File: config.mk
export PLATFORM = sky130hd
export DESIGN_NAME = htba_ram
export DESIGN_NICKNAME = d
export VERILOG_FILES = /design/src/hw/rtl/htba_ram.sv
export SDC_FILE = /design/constraint.sdc
export NUM_CORES = 1
export LEC_CHECK = 0
export BUFFER_PORTS_ARGS = -buffer_cell sky130_fd_sc_hd__buf_4
export CAP_MARGIN = 30
export CORE_MARGIN = 10
export CORE_UTILIZATION = 59
export CTS_CLUSTER_SIZE = 40
export DETAILED_ROUTE_END_ITERATION = 7
export PLACE_DENSITY = 0.76
export SLEW_MARGIN = 20
export SYNTH_ARGS = -nofsm -noshare
export SYNTH_HDL_FRONTEND = slang
export SYNTH_SLANG_ARGS = --single-unit
File: constraint.sdc
create_clock -name clk -period 16.74 [get_ports clk]
set_clock_uncertainty 0.2 [all_clocks]
set_input_delay 1.674 -clock clk [delete_from_list [all_inputs] [get_ports clk]]
set_output_delay 1.674 -clock clk [all_outputs]
set_load 0.03 [all_outputs]
File: src/hw/rtl/htba_ram.sv
// ---------------------------------------------------------------------------
// htba_ram
// Generic single-port synchronous RAM with a registered read.
// ---------------------------------------------------------------------------
module htba_ram #(
    parameter int WIDTH = 64,
    parameter int DEPTH = 16
) (
    input  logic                                         clk,
    input  logic                                         we,
    input  logic [((DEPTH > 1) ? $clog2(DEPTH) : 1)-1:0] addr,
    input  logic [WIDTH-1:0]                             wdata,
    output logic [WIDTH-1:0]                             rdata
);

    logic [WIDTH-1:0] mem_reg [DEPTH];
    logic [WIDTH-1:0] rd_data_reg;

    always_ff @(posedge clk)
    begin
        if (we)
        begin
            mem_reg[addr] <= wdata;
        end
        rd_data_reg <= mem_reg[addr];
    end

    assign rdata = rd_data_reg;

endmodule

**Word level (Yosys, flattened, before mapping)**

Memories as Yosys holds them, arrays and structs flattened. A register that Yosys moved wholly into a read port is not among the register bits.
Index checks and enable logic that the tools add are counted.

- Multiplexer cells: 2

Operators by type and width:

| kind | count |
|---|---|
| two-way mux 1 bit | 2 |

- Register bits after elaboration: 0
- Memory bits (writable): 1024
- Input bits: 70
- Output and inout bits: 64
- Logic and storage cells: 3
- Memories: 1

Memory list:

| name | words | width | read ports | clocked after memory_dff | write ports | RTL line | text |
|---|---|---|---|---|---|---|---|
| mem_reg | 16 | 64 | 1 | 1 | 1 | 16 | `logic [WIDTH-1:0] mem_reg [DEPTH];` |

**Depth between registers and ports, before layout**

- Depth in word-level cells: 2
- Mapped depth: 6
- Depth with buffers taken out: 3

**Worst setup path after synthesis**

Ideal clock, no wire load.

- Kind: input -> register
- From: in addr[1] in the netlist's numbering
- To: mem mem_reg[0][0], enable pin
- Setup time: 565 ps
- Arrival: 6606 ps
- Data required time: 15975 ps
- Slack: 9369 ps
- Stages on the path: 4
- Buffers on the path: 3
- Cells stage by stage: buf_2 > buf_2 > buf_1 > nor3_1

RTL lines:

| element | RTL line | text |
|---|---|---|
| start: declaration | 11 | `input logic [((DEPTH > 1) ? $clog2(DEPTH) : 1)-1:0] addr,` |
| end: declaration | 16 |  |

Straight into the memory's write port.

==> impl_metrics.csv <==
group,metric,value,unit
detailed_routing,vias_per_cell,6.535,
timing,fin_crit_sh,26.28,%
synthesis,yosysSeqAreaShare,81.05,%
synthesis,synth-edff-count,1024,
die,die_w,278.8,µm
timing,hold_ws,468.0,ps
die,io_pins,134,
clocking,root_buffer,"clkbuf_16",
clocking,post_cts_buffers,0,
finish,drive_gt1_share,31.76,%
synthesis,post_synth_num_cell_types,18,
timing,hold_viol_final,0,
power_and_ir_drop,leakage,14.60,nW
grt,grt_pass1_vias,19390,
synthesis,synth-adder-area-share,0,%
grt,grt_max_degree,91,
setup_path,endpoint_kind,"flip-flop",
power_and_ir_drop,ir_drop,0.08701,mV
power_and_ir_drop,power.density,125.2,mW/mm²
detailed_routing,drcViolationCount,0,
setup_path,required,17070,ps
timing,max_freq,0.2273,GHz
clocking,htreeDepth,3,
synthesis,synth_top_family_by_area,"multiplexers",
run_status,status,"completed",
setup_path,path_delay_family,"buffers and inverters",
grt,grt_overflow_total,0,
flow_run,drv_cap,0,
clocking,clock-sinks,1088,
setup_path,worst-path-buf-inv,4,
detailed_routing,drtIter0Drc,2255,
setup_path,slowest_stage,"buf_4",
finish,fin_area,0.04529,mm²
synthesis,synth_compound_area_share,2.432,%
die,fp.dieH,278.8,µm
timing,rsz0062_at_grt,"no",
setup_path,critPathKind,"in2reg",
detailed_routing,vias,18304,
worst_hold_path,hp-class,"reg2reg",
timing,worst_pin_slew,936.1,ps
finish,largest_reg_flops,1024,
grt,grtUsageTotal,22.09,%
die,initial_core_util,59.79,%
setup_path,arrival,4730,ps
placed_design,dpl_cell_area,0.04183,mm²
detailed_routing,wire_per_inst,30.50,µm
timing,finalSetupViolCount,0,
finish,layout_commonest_cell,"edfxtp_1",
synthesis,synth_area_per_cell,23.98,µm²
setup_path,start_kind,"primary input",
placed_design,hpwl,43690,µm
synthesis,synthXorXnorAreaFrac,0,%
synthesis,synth-simple-area-share,0.9435,%
placed_design,globalplace.congestion,0.7500,
grt,antenna_found_initial,5,
timing,finalSetupTns,0,ps
finish,nets,1915,
synthesis,synthArstFlopShare,0,%
synthesis,yosysWarnings,0,
die,rows,94,
clocking,ctsHoldBuffers,0,
synthesis,synth_mux_area_share,14.59,%
clocking,cts.clk_slew.worst_paths,60,ps
detailed_routing,dr.pass1.iters,7,
finish,final_cell_mix,"edfxtp_1 (1024), mux4_2 (256), buf_4 (158), a22oi_1 (128), clkbuf_16 (105)",
timing,slew_violations,0,
synthesis,ys_ff_latch,1088,
die,core-area,0.06610,mm²
clocking,cts_resized,0,
placed_design,io_buffer_count,133,
synthesis,ys.flop_type,"edfxtp_1",
timing,max_slew_margin,37.59,%
setup_path,critPathMaxFanout,80,
synthesis,syn_area,0.03952,mm²
synthesis,syn_inst,1648,
grt,grt_pass1_wl,127100,µm
detailed_routing,detail-route-antenna-nets,0,
setup_path,path_cells,"buf_8, buf_4, buf_12, buf_4, mux4_2, a22oi_1, nand2_1",
die,die_area,0.07773,mm²
clocking,cts_tree,"yes",
clocking,cts_inserted_buffers,104,
setup_path,max_stage_delay,600,ps
setup_path,crit_top_cell,"buf_4",
clocking,cts.path.max_buffers,3,
synthesis,synth_nets,1718,
timing,min_period,4399,ps
clocking,clock_latency,670,ps
finish,area_growth,14.61,%
detailed_routing,wl,85430,µm
-- path summary, 6_finish.rpt --
check	startpoint	end	slack, ps	depth (start not counted)
max	addr[1]	rdata[38]$_DFF_P_	12340	7
min	mem_reg[14][43]$_DFFE_PP_	rdata[43]$_DFF_P_	470	3
max reg2reg	mem_reg[0][38]$_DFFE_PP_	rdata[38]$_DFF_P_	14990	3
min reg2reg	mem_reg[14][43]$_DFFE_PP_	rdata[43]$_DFF_P_	470	3
-- worst reg2reg max path, cell delays in order (launching register included) --
cell and delay [ps]:
edfxtp_1 410, mux4_2 500, a22oi_1 400, nand2_1 120
-- through the flow --
stage | cells | utilization [%] | power (mW) | setup WS (ps)
after floorplan | 1648 | - | 3.299 | 9369
after global placement | 2589 | 62.92 | 3.421 | 11360
after detailed placement | 2599 | 63.29 | 3.436 | 11510
after CTS | 2790 | 68.34 | 5.702 | 12180
after global routing | 2799 | 68.51 | 5.828 | 12160
final | 2801 | 68.52 | 5.670 | 12340
-- power by group --
| part | switching, mW | total, mW | internal, mW | leakage, nW |
|---|---|---|---|---|
| sequential | 0.0247 | 3.07 | 3.05 | 9.79 |
| clock | 0.978 | 2.29 | 1.31 | 1.65 |
| combinational | 0.188 | 0.312 | 0.124 | 3.16 |
| total | 1.19 | 5.67 | 4.48 | 14.6 |
-- logic make-up after synthesis --
| group | count (synthesis) |
|---|---|
| flip-flops | 1088 |
| AND/OR/NAND/NOR | 91 |
| buffers and inverters | 85 |
| multiplexers | 256 |
| AO/OA/AOI/OAI | 128 |
-- per-layer routing --
metal | vias up | routed length, µm | GRT usage [%]
li1 | 7445 | - | -
met2 | 863 | 43940 | 36.63
met4 | 0 | 2152 | 8.305
met3 | 137 | 6226 | 3.803
met5 | - | 0 | 1.062
met1 | 9859 | 33110 | 29.31
-- final cells by class --
| type | count | area [µm²] |
|---|---|---|
| clock inverters | 66 | 585.6 |
| well taps | 864 | 1081 |
| diodes | 7 | 17.52 |
| repair buffers | 176 | 1588 |
| flip-flops and latches | 1088 | 32030 |
| multi-input cells | 475 | 7234 |
| fillers | 3910 | 20810 |
| clock buffers | 125 | 2753 |
-- synth_stat cells (4+ instances only) --
cell      number  area (µm²)
dfxtp_1       64        1281
edfxtp_1    1024       30750
clkbuf_1      37       138.9
nor3_1         4       20.02
buf_4          7       52.55
buf_2         28       140.1
a22oi_1      128       960.9
nor2_1        13       48.80
mux4_2       256        5766
buf_1         12       45.04
nand2_1       65       244.0
(Power assumes the default switching activity.)
